===== src/sv/hkam_pkg.sv =====
`timescale 1ns / 1ps
// ----------------------------------------------------------------------------
// hkam_pkg: shared types and constants of the hotkey action matcher
// Holds the table geometry, the operation and result codes, the word that
// travels along the cell chain and the modifier key decode.
// ----------------------------------------------------------------------------
package hkam_pkg;

    // Table and device geometry.
    localparam int ACTIONS = 16;
    localparam int DEVICES = 16;

    // Only sixteen entries and sixteen devices can be addressed by the fields.
    localparam int CELLS     = (ACTIONS < 16) ? ACTIONS : 16;
    localparam int MOD_DEPTH = (DEVICES < 16) ? DEVICES : 16;
    localparam int DEV_W     = (MOD_DEPTH > 1) ? $clog2(MOD_DEPTH) : 1;

    // Input func codes.
    localparam logic [1:0] FUNC_WRITE  = 2'd0;
    localparam logic [1:0] FUNC_EVENT  = 2'd1;
    localparam logic [1:0] FUNC_EXPIRE = 2'd2;

    // Event values.
    localparam logic [1:0] VAL_RELEASE = 2'd0;
    localparam logic [1:0] VAL_PRESS   = 2'd1;

    // Result kinds.
    localparam logic [1:0] KIND_FIRE   = 2'd0;
    localparam logic [1:0] KIND_ARMED  = 2'd1;
    localparam logic [1:0] KIND_CANCEL = 2'd2;

    // Configuration register indexes.
    localparam logic [1:0] REG_ACTION_COUNT = 2'd0;
    localparam logic [1:0] REG_HOLD_TICKS   = 2'd1;
    localparam logic [1:0] REG_LONG_TICKS   = 2'd2;

    // Entry mode bit positions.
    localparam int ENTRY_CTRL_BIT = 0;
    localparam int ENTRY_ALT_BIT  = 1;
    localparam int ENTRY_HOLD_BIT = 2;
    localparam int ENTRY_LONG_BIT = 3;

    // Modifier key codes.
    localparam logic [9:0] KEY_LCTRL = 10'd29;
    localparam logic [9:0] KEY_RCTRL = 10'd97;
    localparam logic [9:0] KEY_LALT  = 10'd56;
    localparam logic [9:0] KEY_RALT  = 10'd100;

    typedef enum logic [1:0] {
        OP_WRITE,
        OP_EXPIRE,
        OP_PRESS,
        OP_RELEASE
    } op_t;

    // Word handed from cell to cell.
    typedef struct packed {
        op_t         op;
        logic [10:0] code;
        logic [3:0]  dev;
        logic [1:0]  cur;
        logic [3:0]  mode;
        logic [3:0]  idx;
    } evt_t;

    // Result offered by the cell that holds the word.
    typedef struct packed {
        logic        hit;
        logic [3:0]  idx;
        logic [1:0]  kind;
        logic [15:0] ticks;
    } res_t;

    // Bit of the per-device modifier state that a key code controls.
    function automatic logic [3:0] modifier_bit(input logic [9:0] code);
        logic [3:0] b;
        unique case (code)
            KEY_LCTRL: b = 4'b0001;
            KEY_RCTRL: b = 4'b0010;
            KEY_LALT:  b = 4'b0100;
            KEY_RALT:  b = 4'b1000;
            default:   b = 4'b0000;
        endcase
        return b;
    endfunction

endpackage


===== src/sv/hotkey_action_matcher_top.sv =====
`timescale 1ns / 1ps
// ----------------------------------------------------------------------------
// hotkey_action_matcher_top: hotkey matcher over a chain of table cells
// Results: a result passes from its cell into the pending register and then
//   into the output register, where it is held while the output stalls.
// Input: a new input word is taken only after the previous word has left the
//   chain and its pending result has moved on to the output register.
// Reset: asynchronous and active low; clears holds, modifiers and control
//   state and loads the register defaults 0, 100 and 1000.
// ----------------------------------------------------------------------------
// Each accepted word that does anything is turned into a chain word and
// enters the first cell. It moves one cell per cycle unless the chain is frozen;
// the cell that holds it compares the word against its entry, updates its hold
// state and may offer one result. Since only one word is in flight, at most one
// cell offers a result per cycle, and the offers are merged by a plain OR.
//
// A result is first parked in a pending register. It moves on to the output
// register when the next result arrives (not last) or when the chain has
// drained (last). This lets the block mark the final result without looking
// ahead. When a new result arrives while both registers are full and the
// output is stalled, the whole chain freezes for that cycle.
//
// The modifier state of the reporting device is read and updated when the
// word is accepted. The table walk reads only the ctrl/alt summary taken at
// that point, so doing the update early gives the same answers as doing it
// after the walk.
// ----------------------------------------------------------------------------
module hotkey_action_matcher_top (
    input  logic        clk,
    input  logic        rst_n,

    // Configuration write port.
    input  logic        cfg_we,
    input  logic [1:0]  cfg_index,
    input  logic [15:0] cfg_data,

    // Input channel.
    input  logic        in_valid,
    output logic        in_stall,
    input  logic [1:0]  func,
    input  logic [3:0]  device,
    input  logic        is_switch,
    input  logic [9:0]  key_code,
    input  logic [1:0]  value,
    input  logic [3:0]  entry_index,
    input  logic        need_ctrl,
    input  logic        need_alt,
    input  logic        hold_mode,
    input  logic        long_hold,

    // Output channel.
    output logic        out_valid,
    input  logic        out_stall,
    output logic [3:0]  action_index,
    output logic [1:0]  kind,
    output logic [15:0] hold_time,
    output logic        last
);

    localparam int CELLS = hkam_pkg::CELLS;
    localparam logic [4:0] CELLS_CNT = 5'(CELLS);

    // Configuration registers.
    logic [4:0]  action_count_reg;
    logic [15:0] hold_ticks_reg;
    logic [15:0] long_ticks_reg;

    always_ff @(posedge clk or negedge rst_n)
    begin
        if (!rst_n)
        begin
            action_count_reg <= 5'd0;
            hold_ticks_reg   <= 16'd100;
            long_ticks_reg   <= 16'd1000;
        end
        else if (cfg_we)
        begin
            unique case (cfg_index)
                hkam_pkg::REG_ACTION_COUNT: action_count_reg <= cfg_data[4:0];
                hkam_pkg::REG_HOLD_TICKS:   hold_ticks_reg   <= cfg_data;
                hkam_pkg::REG_LONG_TICKS:   long_ticks_reg   <= cfg_data;
                default: ;
            endcase
        end
    end

    // A zero hold time loads one so that the hold stays armed.
    logic [15:0] hold_t;
    logic [15:0] long_t;
    logic [4:0]  used_cnt;

    assign hold_t   = (hold_ticks_reg == '0) ? 16'd1 : hold_ticks_reg;
    assign long_t   = (long_ticks_reg == '0) ? 16'd1 : long_ticks_reg;
    assign used_cnt = (action_count_reg > CELLS_CNT) ? CELLS_CNT : action_count_reg;

    // Input acceptance and decode.
    logic           any_valid;
    logic           pend_valid_reg;
    logic           accept;
    logic           idx_ok;
    logic           dev_ok;
    logic           launch;
    hkam_pkg::evt_t launch_evt;
    logic [3:0]     mods;
    logic [3:0]     mod_bit;
    logic [hkam_pkg::DEV_W-1:0] dev_sel;

    logic [3:0] mods_reg [hkam_pkg::MOD_DEPTH];

    assign in_stall = any_valid | pend_valid_reg;
    assign accept   = in_valid & ~in_stall;
    assign idx_ok   = (32'(entry_index) < 32'(hkam_pkg::ACTIONS));
    assign dev_ok   = (32'(device) < 32'(hkam_pkg::DEVICES));
    assign dev_sel  = device[hkam_pkg::DEV_W-1:0];
    assign mods     = mods_reg[dev_sel];
    assign mod_bit  = hkam_pkg::modifier_bit(key_code);

    always_comb
    begin
        launch_evt.code = {is_switch, key_code};
        launch_evt.dev  = device;
        launch_evt.cur  = {|mods[3:2], |mods[1:0]};
        launch_evt.mode = {long_hold, hold_mode, need_alt, need_ctrl};
        launch_evt.idx  = entry_index;
        launch          = 1'b0;
        priority if (func == hkam_pkg::FUNC_WRITE)
        begin
            launch_evt.op = hkam_pkg::OP_WRITE;
            launch        = accept & idx_ok;
        end
        else if (func == hkam_pkg::FUNC_EXPIRE)
        begin
            launch_evt.op = hkam_pkg::OP_EXPIRE;
            launch        = accept & idx_ok;
        end
        else if (value == hkam_pkg::VAL_PRESS)
        begin
            launch_evt.op = hkam_pkg::OP_PRESS;
            launch        = accept & dev_ok & (func == hkam_pkg::FUNC_EVENT);
        end
        else
        begin
            launch_evt.op = hkam_pkg::OP_RELEASE;
            launch        = accept & dev_ok & (func == hkam_pkg::FUNC_EVENT) &
                            (value == hkam_pkg::VAL_RELEASE);
        end
    end

    // Modifier keys of a key event update the device state at acceptance.
    always_ff @(posedge clk or negedge rst_n)
    begin
        if (!rst_n)
        begin
            for (int d = 0; d < hkam_pkg::MOD_DEPTH; d++)
            begin
                mods_reg[d] <= '0;
            end
        end
        else if (launch && !is_switch && (launch_evt.op == hkam_pkg::OP_PRESS))
        begin
            mods_reg[dev_sel] <= mods | mod_bit;
        end
        else if (launch && !is_switch && (launch_evt.op == hkam_pkg::OP_RELEASE))
        begin
            mods_reg[dev_sel] <= mods & ~mod_bit;
        end
    end

    // Cell chain. Link 0 is the word being launched.
    logic           adv;
    logic           evt_v [CELLS+1];
    hkam_pkg::evt_t evt_w [CELLS+1];
    hkam_pkg::res_t res_w [CELLS];
    hkam_pkg::res_t cur;

    assign evt_v[0] = launch;
    assign evt_w[0] = launch_evt;

    for (genvar i = 0; i < CELLS; i++)
    begin : g_cell
        hkam_cell u_cell (
            .clk            (clk),
            .rst_n          (rst_n),
            .adv            (adv),
            .in_use         (5'(i) < used_cnt),
            .cell_idx       (4'(i)),
            .hold_t         (hold_t),
            .long_t         (long_t),
            .evt_valid_prev (evt_v[i]),
            .evt_prev       (evt_w[i]),
            .evt_valid      (evt_v[i+1]),
            .evt            (evt_w[i+1]),
            .res            (res_w[i])
        );
    end

    // At most one cell holds the word, so the offers merge by OR.
    always_comb
    begin
        cur       = '0;
        any_valid = 1'b0;
        for (int i = 0; i < CELLS; i++)
        begin
            cur       = hkam_pkg::res_t'(cur | res_w[i]);
            any_valid = any_valid | evt_v[i+1];
        end
    end

    // Pending and output registers.
    hkam_pkg::res_t pend_reg;
    logic           out_valid_reg;
    logic [3:0]     act_idx_reg;
    logic [1:0]     kind_reg;
    logic [15:0]    ticks_reg;
    logic           last_reg;
    logic           out_free;
    logic           take_new;
    logic           flush_take;
    logic           out_load;

    assign out_free   = ~out_valid_reg | ~out_stall;
    assign adv        = ~(cur.hit & pend_valid_reg & ~out_free);
    assign take_new   = cur.hit & adv;
    assign flush_take = ~any_valid & pend_valid_reg & out_free;
    assign out_load   = (take_new & pend_valid_reg) | flush_take;

    always_ff @(posedge clk or negedge rst_n)
    begin
        if (!rst_n)
        begin
            pend_valid_reg <= 1'b0;
            out_valid_reg  <= 1'b0;
        end
        else
        begin
            pend_valid_reg <= take_new | (pend_valid_reg & ~flush_take);
            out_valid_reg  <= out_load | (out_valid_reg & out_stall);
        end
    end

    always_ff @(posedge clk)
    begin
        if (out_load)
        begin
            act_idx_reg <= pend_reg.idx;
            kind_reg    <= pend_reg.kind;
            ticks_reg   <= pend_reg.ticks;
            last_reg    <= flush_take;
        end
        if (take_new)
        begin
            pend_reg <= cur;
        end
    end

    assign out_valid    = out_valid_reg;
    assign action_index = act_idx_reg;
    assign kind         = kind_reg;
    assign hold_time    = ticks_reg;
    assign last         = last_reg;

endmodule


===== src/sv/hkam_cell.sv =====
`timescale 1ns / 1ps
// ----------------------------------------------------------------------------
// hkam_cell: one table entry of the hotkey matcher
// Holds one entry and its hold state, checks the word in its stage against
// the entry and hands the word on to the next cell.
// ----------------------------------------------------------------------------
module hkam_cell (
    input  logic             clk,
    input  logic             rst_n,
    input  logic             adv,
    input  logic             in_use,
    input  logic [3:0]       cell_idx,
    input  logic [15:0]      hold_t,
    input  logic [15:0]      long_t,
    input  logic             evt_valid_prev,
    input  hkam_pkg::evt_t   evt_prev,
    output logic             evt_valid,
    output hkam_pkg::evt_t   evt,
    output hkam_pkg::res_t   res
);

    logic           evt_valid_reg;
    hkam_pkg::evt_t evt_reg;

    logic [10:0] code_reg,  code_next;
    logic [3:0]  mode_reg,  mode_next;
    logic [15:0] armed_reg, armed_next;
    logic [3:0]  hdev_reg,  hdev_next;

    logic sel;
    logic code_eq;

    assign sel     = (evt_reg.idx == cell_idx);
    assign code_eq = (code_reg == evt_reg.code);

    always_comb
    begin
        code_next  = code_reg;
        mode_next  = mode_reg;
        armed_next = armed_reg;
        hdev_next  = hdev_reg;
        res        = '0;
        if (evt_valid_reg)
        begin
            unique case (evt_reg.op)
                hkam_pkg::OP_WRITE:
                begin
                    if (sel)
                    begin
                        code_next  = evt_reg.code;
                        mode_next  = evt_reg.mode;
                        armed_next = '0;
                        hdev_next  = '0;
                    end
                end
                hkam_pkg::OP_EXPIRE:
                begin
                    if (sel && (armed_reg != '0))
                    begin
                        armed_next = '0;
                        hdev_next  = '0;
                        res.hit    = 1'b1;
                        res.idx    = cell_idx;
                        res.kind   = hkam_pkg::KIND_FIRE;
                    end
                end
                hkam_pkg::OP_PRESS:
                begin
                    if (in_use && code_eq && (mode_reg[1:0] == evt_reg.cur))
                    begin
                        res.hit = 1'b1;
                        res.idx = cell_idx;
                        if (mode_reg[hkam_pkg::ENTRY_HOLD_BIT])
                        begin
                            res.kind  = hkam_pkg::KIND_ARMED;
                            res.ticks = mode_reg[hkam_pkg::ENTRY_LONG_BIT] ? long_t : hold_t;
                            armed_next = res.ticks;
                            hdev_next  = evt_reg.dev;
                        end
                        else
                        begin
                            res.kind = hkam_pkg::KIND_FIRE;
                        end
                    end
                end
                hkam_pkg::OP_RELEASE:
                begin
                    if (in_use && (armed_reg != '0) && code_eq && (hdev_reg == evt_reg.dev))
                    begin
                        armed_next = '0;
                        hdev_next  = '0;
                        res.hit    = 1'b1;
                        res.idx    = cell_idx;
                        res.kind   = hkam_pkg::KIND_CANCEL;
                    end
                end
            endcase
        end
    end

    always_ff @(posedge clk or negedge rst_n)
    begin
        if (!rst_n)
        begin
            evt_valid_reg <= 1'b0;
            armed_reg     <= '0;
            hdev_reg      <= '0;
        end
        else if (adv)
        begin
            evt_valid_reg <= evt_valid_prev;
            if (evt_valid_reg)
            begin
                armed_reg <= armed_next;
                hdev_reg  <= hdev_next;
            end
        end
    end

    // Entry contents are undefined until written.
    always_ff @(posedge clk)
    begin
        if (adv)
        begin
            evt_reg <= evt_prev;
            if (evt_valid_reg)
            begin
                code_reg <= code_next;
                mode_reg <= mode_next;
            end
        end
    end

    assign evt_valid = evt_valid_reg;
    assign evt       = evt_reg;

endmodule


===== config.mk =====
export PLATFORM = sky130hd
export DESIGN_NAME = hotkey_action_matcher_top
export DESIGN_NICKNAME = d
export VERILOG_FILES = /design/src/sv/hkam_pkg.sv /design/src/sv/hotkey_action_matcher_top.sv /design/src/sv/hkam_cell.sv
export SDC_FILE = /design/constraint.sdc
export NUM_CORES = 2
export LEC_CHECK = 0
export BUFFER_PORTS_ARGS = -buffer_cell sky130_fd_sc_hd__buf_2
export CORE_UTILIZATION = 42
export CTS_BUF_LIST = sky130_fd_sc_hd__clkbuf_8
export DETAILED_ROUTE_END_ITERATION = 7
export PLACE_DENSITY = 0.63
export SETUP_SLACK_MARGIN = 0.5
export SLEW_MARGIN = 20
export SYNTH_ARGS = -nofsm -noshare
export SYNTH_HDL_FRONTEND = slang
export SYNTH_SLANG_ARGS = --single-unit

===== constraint.sdc =====
create_clock -name clk -period 26.7 [get_ports clk]
set_input_delay 0 -clock clk [delete_from_list [all_inputs] [get_ports clk]]
set_output_delay 0 -clock clk [all_outputs]
set_load 0.005 [all_outputs]

-- Word level (Yosys, flattened, before mapping)
Index checks and enable logic that the tools add are counted.
- mux-type cells: 355
- bitwise gates (word level): 57
- equal/unequal tests: 202
- reduce and logical (&&, ||, !) cells: 177
- $lt $le $gt $ge: 19
- operators with widths (cell ; number):
    16-bit two-way mux ; 130
    16-bit one-hot mux with 4 select lines ; 16
    23-bit two-way mux ; 32
    23-bit bitwise OR ; 15
    7-bit one-hot mux with 3 select lines ; 16
    4-bit two-way mux ; 83
    4-bit one-hot mux with 4 select lines ; 17
    16-bit nonzero test ; 16
    7-bit two-way mux ; 32
    11-bit equality test ; 16
    2-bit by 1-bit != test with 1-bit output, second input constant ; 80
    64-bit bitwise mux ; 2
    64-bit two-way mux ; 2
    7-bit AND reduction ; 16
    1-bit logical AND ; 100
    2-bit equality test, second input constant ; 36
    4-bit equality test ; 16
    4-bit AND reduction ; 16
    4-bit by 5-bit < comparator with 1-bit output, first input constant ; 8
    2-bit by 1-bit equality test with 1-bit output, second input constant ; 19
    2-bit logical NOT ; 19
    2-bit equality test ; 16
    4-bit equality test, second input constant ; 8
    16-bit logical NOT ; 2
    29 further kinds ; 97
- bits of input ports: 50
- output and inout port bits: 25
- register bits: 1156
- word-level logic and storage cells: 1014

-- Depth between registers and ports, before layout
- depth in word-level cells: 31
- depth in mapped cells: 14

-- Modules after synthesis
From an unflattened synthesis, not the netlist that was laid out.
- cells, all modules: 4168
- area, all modules: 54432.2 um^2
- modules (own cells, without submodules) (module ; instances ; area each (um^2) ; cells each ; seq. area each (um^2)):
    hkam_cell at g_cell[10].u_cell ... ; 15 ; 2901.5 ; 215 ; 1786.7
    hotkey_action_matcher_top ; 1 ; 8034.0 ; 736 ; 3940.0
    hkam_cell at g_cell[0].u_cell ; 1 ; 2875.3 ; 207 ; 1786.7

-- Worst setup path after synthesis
Ideal clock, no wire load.
- kind: register to register
- start point: register g_cell[12].u_cell.armed_reg[9]
- end point: register g_cell[7].u_cell.code_reg[0], enable pin
- setup slack: 14219 ps
- arrival: 12107 ps
- library setup time: 374 ps
- data required time: 26326 ps
- stages on the path, launching flop included: 13
- period minus slack after synthesis: 12481 ps
- cells stage by stage: dfrtp_1 or4_4 o41ai_2 nor2b_1 o211a_1 o21ai_1 and4_1 a41oi_2 buf_6 buf_6 buf_2 inv_1 and3_1
- word-level cells in the longest chain between the ends: 15
- RTL lines (what ; RTL line ; text):
    start: declaration ; hkam_cell.sv:27 ; logic [15:0] armed_reg, armed_next;
    start signal: assignment ; hkam_cell.sv:114 ; armed_reg <= armed_next;
    16-bit nonzero test * ; hkam_cell.sv:58, hkam_cell.sv:88 ;
    1-bit logical AND (3 in a row) ; hkam_cell.sv:88 ; if (in_use && (armed_reg != '0) && code_eq && (hdev_reg == evt_reg.dev))
    7-bit two-way mux ; hkam_cell.sv:88 ;
    7-bit one-hot mux with 3 select lines * ; hkam_cell.sv:45 ; unique case (evt_reg.op)
    23-bit two-way mux * ; hkam_cell.sv:43 ; if (evt_valid_reg)
    23-bit bitwise OR * (4 in a row) ; hotkey_action_matcher_top.sv:204 ; cur = hkam_pkg::res_t'(cur | res_w[i]);
    1-bit bitwise AND * (2 in a row) ; hotkey_action_matcher_top.sv:222 ; assign adv = ~(cur.hit & pend_valid_reg & ~out_free);
    1-bit NOT (no line) * ; - ;
    4-bit AND reduction (no line) * ; - ;
    end signal: assignment ; hkam_cell.sv:128 ; code_reg <= code_next;
    end: declaration ; hkam_cell.sv:25 ; logic [10:0] code_reg, code_next;
Every way passes the cells marked *; elsewhere a longest branch is shown, timed or not.
A chain may end at the register's enable or synchronous reset.

-- Worst setup path in the final report
- start point: register action_count_reg[4]
- end point: register g_cell[5].u_cell.hdev_reg[1]
- word-level cells in the longest chain between the ends: 28
- RTL lines (what ; RTL line ; text):
    start: declaration ; hotkey_action_matcher_top.sv:64 ; logic [4:0] action_count_reg;
    start signal: assignment ; hotkey_action_matcher_top.sv:79 ; hkam_pkg::REG_ACTION_COUNT: action_count_reg <= cfg_data[4:0];
    5-bit > comparator ; hotkey_action_matcher_top.sv:94 ; assign used_cnt = (action_count_reg > CELLS_CNT) ? CELLS_CNT : action_count_reg;
    5-bit two-way mux * ; hotkey_action_matcher_top.sv:94 ;
    1-bit by 5-bit < comparator with 1-bit output ; hotkey_action_matcher_top.sv:185 ; .in_use (5'(i) < used_cnt),
    1-bit logical AND (3 in a row) ; hkam_cell.sv:88 ;
    7-bit two-way mux ; hkam_cell.sv:88 ;
    7-bit one-hot mux with 3 select lines ; hkam_cell.sv:45 ;
    23-bit two-way mux ; hkam_cell.sv:43 ;
    23-bit bitwise OR (15 in a row) ; hotkey_action_matcher_top.sv:204 ;
    1-bit bitwise AND (2 in a row) ; hotkey_action_matcher_top.sv:222 ;
    1-bit NOT (no line) ; - ;
    7-bit AND reduction (no line) * ; - ;
    end signal: assignment ; hkam_cell.sv:115 ; hdev_reg <= hdev_next;
    end: declaration ; hkam_cell.sv:28 ; logic [3:0] hdev_reg, hdev_next;
Marked as above.

==> metrics.csv <==
stage,metric,value,unit
worst_setup_path,path_max_fanout,72,
power_and_ir_drop,power.density,71.2,nW/µm²
floorplan,coreArea,114000,µm²
sta,fin_crit,5.37,ns
synth,synthCells,3312,
route,drtIter0Drc,2493,
synth,synth_top_area_cell,edfxtp_1,
final_layout,final_nets,3580,
min_path,whs_endpoint,g_cell[0].u_cell.evt[12]$_DFFE_PN_,
synth,ys.flop_type,edfxtp_1,
synth,ys_async_sr_fraction,38.0,%
global_route,grt_max_degree,192,
floorplan,die_h,341,µm
worst_setup_path,path_common_cell,buf_4,
synth,syn_avg_cell_area,14.6,µm²
worst_setup_path,critical_path.startpoint_type,flip-flop,
clock_network,clkLatencyLatePin,0.86,ns
sta,relSlewSlack,14.2,%
route,firstDrtPassIters,5,
power_and_ir_drop,p_leak,21.2,nW
synth,syn_area,48300,µm²
sta,layout_setup_ws,21.33,ns
sta,worstMarginPinSlew,1.28,ns
clock_network,cts_tree,yes,
clock_network,clk_pin_slew,0.06,ns
sta,rsz0062_at_grt,no,
worst_setup_path,critPathRequiredTime,27.49,ns
worst_setup_path,ff2ff_path_depth,11,
route,routedWlPerCell,23.8,µm
final_layout,seq_area,32500,µm²
clock_network,h-tree-depth,4,
clock_network,cts-resized-gates,0,
global_route,grt_pass1_wl,186,mm
worst_setup_path,slowest_delay,0.90,ns
run_status,outcome,"complete, no violations",
synth,synth.distinct_cells,77,
worst_setup_path,arrival,6.16,ns
synth,yosysMostFrequentCell,edfxtp_1,
route,vias_per_cell,5.64,
worst_setup_path,path_cells,inv_1 > nor4_1 > nand3_1 > o21ai_0 > nor4b_1 > and4_1 > a41oi_4 > buf_4 > buf_4 > or2_1 > a22o_1,
synth,seq_area_frac_synth,67.3,%
power_and_ir_drop,ir_drop,0.0409,mV
final_layout,multi_input_area,14900,µm²
final_layout,filler_cell_count,9935,
final_layout,syn2layout_area_growth,13.7,%
sta,finalHoldViolations,0,
sta,fin_worst_skew,0.0532,ns
min_path,worstHoldStart,device[2],
sta,hold_ws,0.0885,ns
min_path,whs_path_depth,2,
worst_setup_path,regToRegSetupSlack,21.33,ns
worst_setup_path,timing.rr.start,action_count_reg[4]$_DFFE_PN0P_,
synth,syn-num-nets,3362,
place,dp_slack,21.48,ns
final_layout,drive_gt1_share,17.4,%
global_route,grt_remaining_overflow,0,
route,antenna_left,0,
route,post-route-drc-count,0,
synth,synth-warning-count,0,
clock_network,root_buffer,clkbuf_8,
job,max-cap-violations,0,
clock_network,cts_max_path_buffers,3,
synth,synth_top_area_share,44.5,%
final_layout,largest_reg_flops,432,
clock_network,cts_buffers,185,
floorplan,io_pins,75,
floorplan,die_w,341,µm
floorplan,rows,124,
global_route,grt_usage,21.2,%
floorplan,initial_utilization,42.3,%
synth,ys_ff_latch,1156,
floorplan,die-area,116000,µm²
sta,tns,0,ns
sta,setup_viol_count_final,0,
sta,fmaxAchievable,186,MHz
worst_setup_path,slowest_stage,or2_1,
place,placed_area,50500,µm²
final_layout,stdcell_area,55000,µm²
sta,drv_slew,0,
route,routed_wl,123,mm
synth,yosys-top-cells-area,"edfxtp_1 (45%), dfrtp_1 (22%), mux2i_1 (4.7%), mux2_2 (3.1%), xor2_1 (2.9%)",
global_route,antenna_found_initial,6,
global_route,grt_pass1_vias,29600,
synth,synth_edf_count,717,
worst_setup_path,r2r_end,g_cell[5].u_cell.hdev_reg[1]$_DFFE_PN0P_,
worst_setup_path,path_class,reg2reg,
route,vias,29300,
place,gp_congestion,1.01,
place,numPortBuffers,74,
min_path,hold_path.class,in2reg,
synth,netlist_top_cells_count,"edfxtp_1 (717), dfrtp_1 (430), mux2i_1 (226)",
sta,finalCritPeriodShare,20.1,%
place,dpl.hpwl,78.3,mm
worst_setup_path,cp-end-kind,flip-flop,
clock_network,clock-sinks,1156,
## timing repair
| item | in CTS | in global routing |
|---|---|---|
| hold endpoints to repair | 277 | 0 |
| buffers inserted | 0 | 0 |
| hold buffers | 89 | 0 |
## cell usage in the layout, fill, tap and decap left out, drive strengths merged, types with 21 or more instances in the layout
cell           n
nand4         55
nand2        106
dfrtp        430
nor4         123
nand3         32
and3          21
o21ai        202
nor2         115
o31ai        143
clkinv        42
nor3          41
buf          149
xor2         162
edfxtp       717
o2bb2ai       63
a22o          93
clkbuf       202
dlygate4sd3   88
inv          143
mux2         154
a21oi         29
mux2i        226
xnor2        110
## critical path: cells and delay by family (launching register included)
family	cells	cell delay [ns]
and+or+nand+nor	5	1.93
buffers and inverters	3	1.49
AOI/OAI and AO/OA	3	1.36
DFF	1	0.47
## kinds of logic (layout without fill, tap and decap cells)
group	Yosys count	count (layout)	synth area share (%)
xor+xnor	272	272	4.93
mux	400	400	9.20
other cells	0	1	0
compound gates	608	608	9.43
flops	1156	1156	67.3
buf+inv	263	632	2.27
simple gates	613	613	6.90
## worst max-delay path by stage
stage | start | endpoint | slack (ns) | cells past startpoint
after floorplan | g_cell[12].u_cell.armed_reg[9]$_DFFE_PN0P_ | g_cell[7].u_cell.code_reg[0]$_DFFE_PP_ | 14.22 | 12
after global placement | g_cell[15].u_cell.evt[20]$_DFFE_PN_ | g_cell[5].u_cell.hdev_reg[1]$_DFFE_PN0P_ | 21.53 | 11
after detailed placement | g_cell[15].u_cell.evt[20]$_DFFE_PN_ | g_cell[5].u_cell.hdev_reg[2]$_DFFE_PN0P_ | 21.48 | 11
after CTS | action_count_reg[4]$_DFFE_PN0P_ | g_cell[5].u_cell.hdev_reg[1]$_DFFE_PN0P_ | 21.50 | 11
after global routing | action_count_reg[2]$_DFFE_PN0P_ | g_cell[5].u_cell.hdev_reg[1]$_DFFE_PN0P_ | 21.16 | 11
final | action_count_reg[4]$_DFFE_PN0P_ | g_cell[5].u_cell.hdev_reg[1]$_DFFE_PN0P_ | 21.33 | 11
## through the flow
stage / power, mW / cells / utilization (%)
after floorplan: 2.29 / 3312 / -
after global placement: 2.47 / 4766 / 44.2
after detailed placement: 2.47 / 4766 / 44.2
after CTS: 3.95 / 5193 / 48.1
after global routing: 4.06 / 5194 / 48.1
final: 3.91 / 5194 / 48.1
## area by class of cell
type	count	area share, %
clock inverters	136	1.42
multi-input cells	1893	27.1
inverters	57	0.403
well taps	1512	3.44
flip-flops and latches	1156	59.2
repair buffers	237	3.39
clock buffers	202	5.06
diodes	1	0.00455
## layer usage
metal	up-vias	wire length [µm]	global-route usage [%]
met2	1084	59500	34.4
li1	13100	-	-
met5	-	13	0
met1	14800	50800	27.9
met4	2	3990	8.14
met3	238	9140	4.66
## where the power goes
group          internal (mW)  switching [mW]
registers               2.01           0.103
clock network          0.749           0.706
logic                  0.120           0.231
total                   2.87            1.04
No activity file was read; power rests on OpenSTA's default activity.
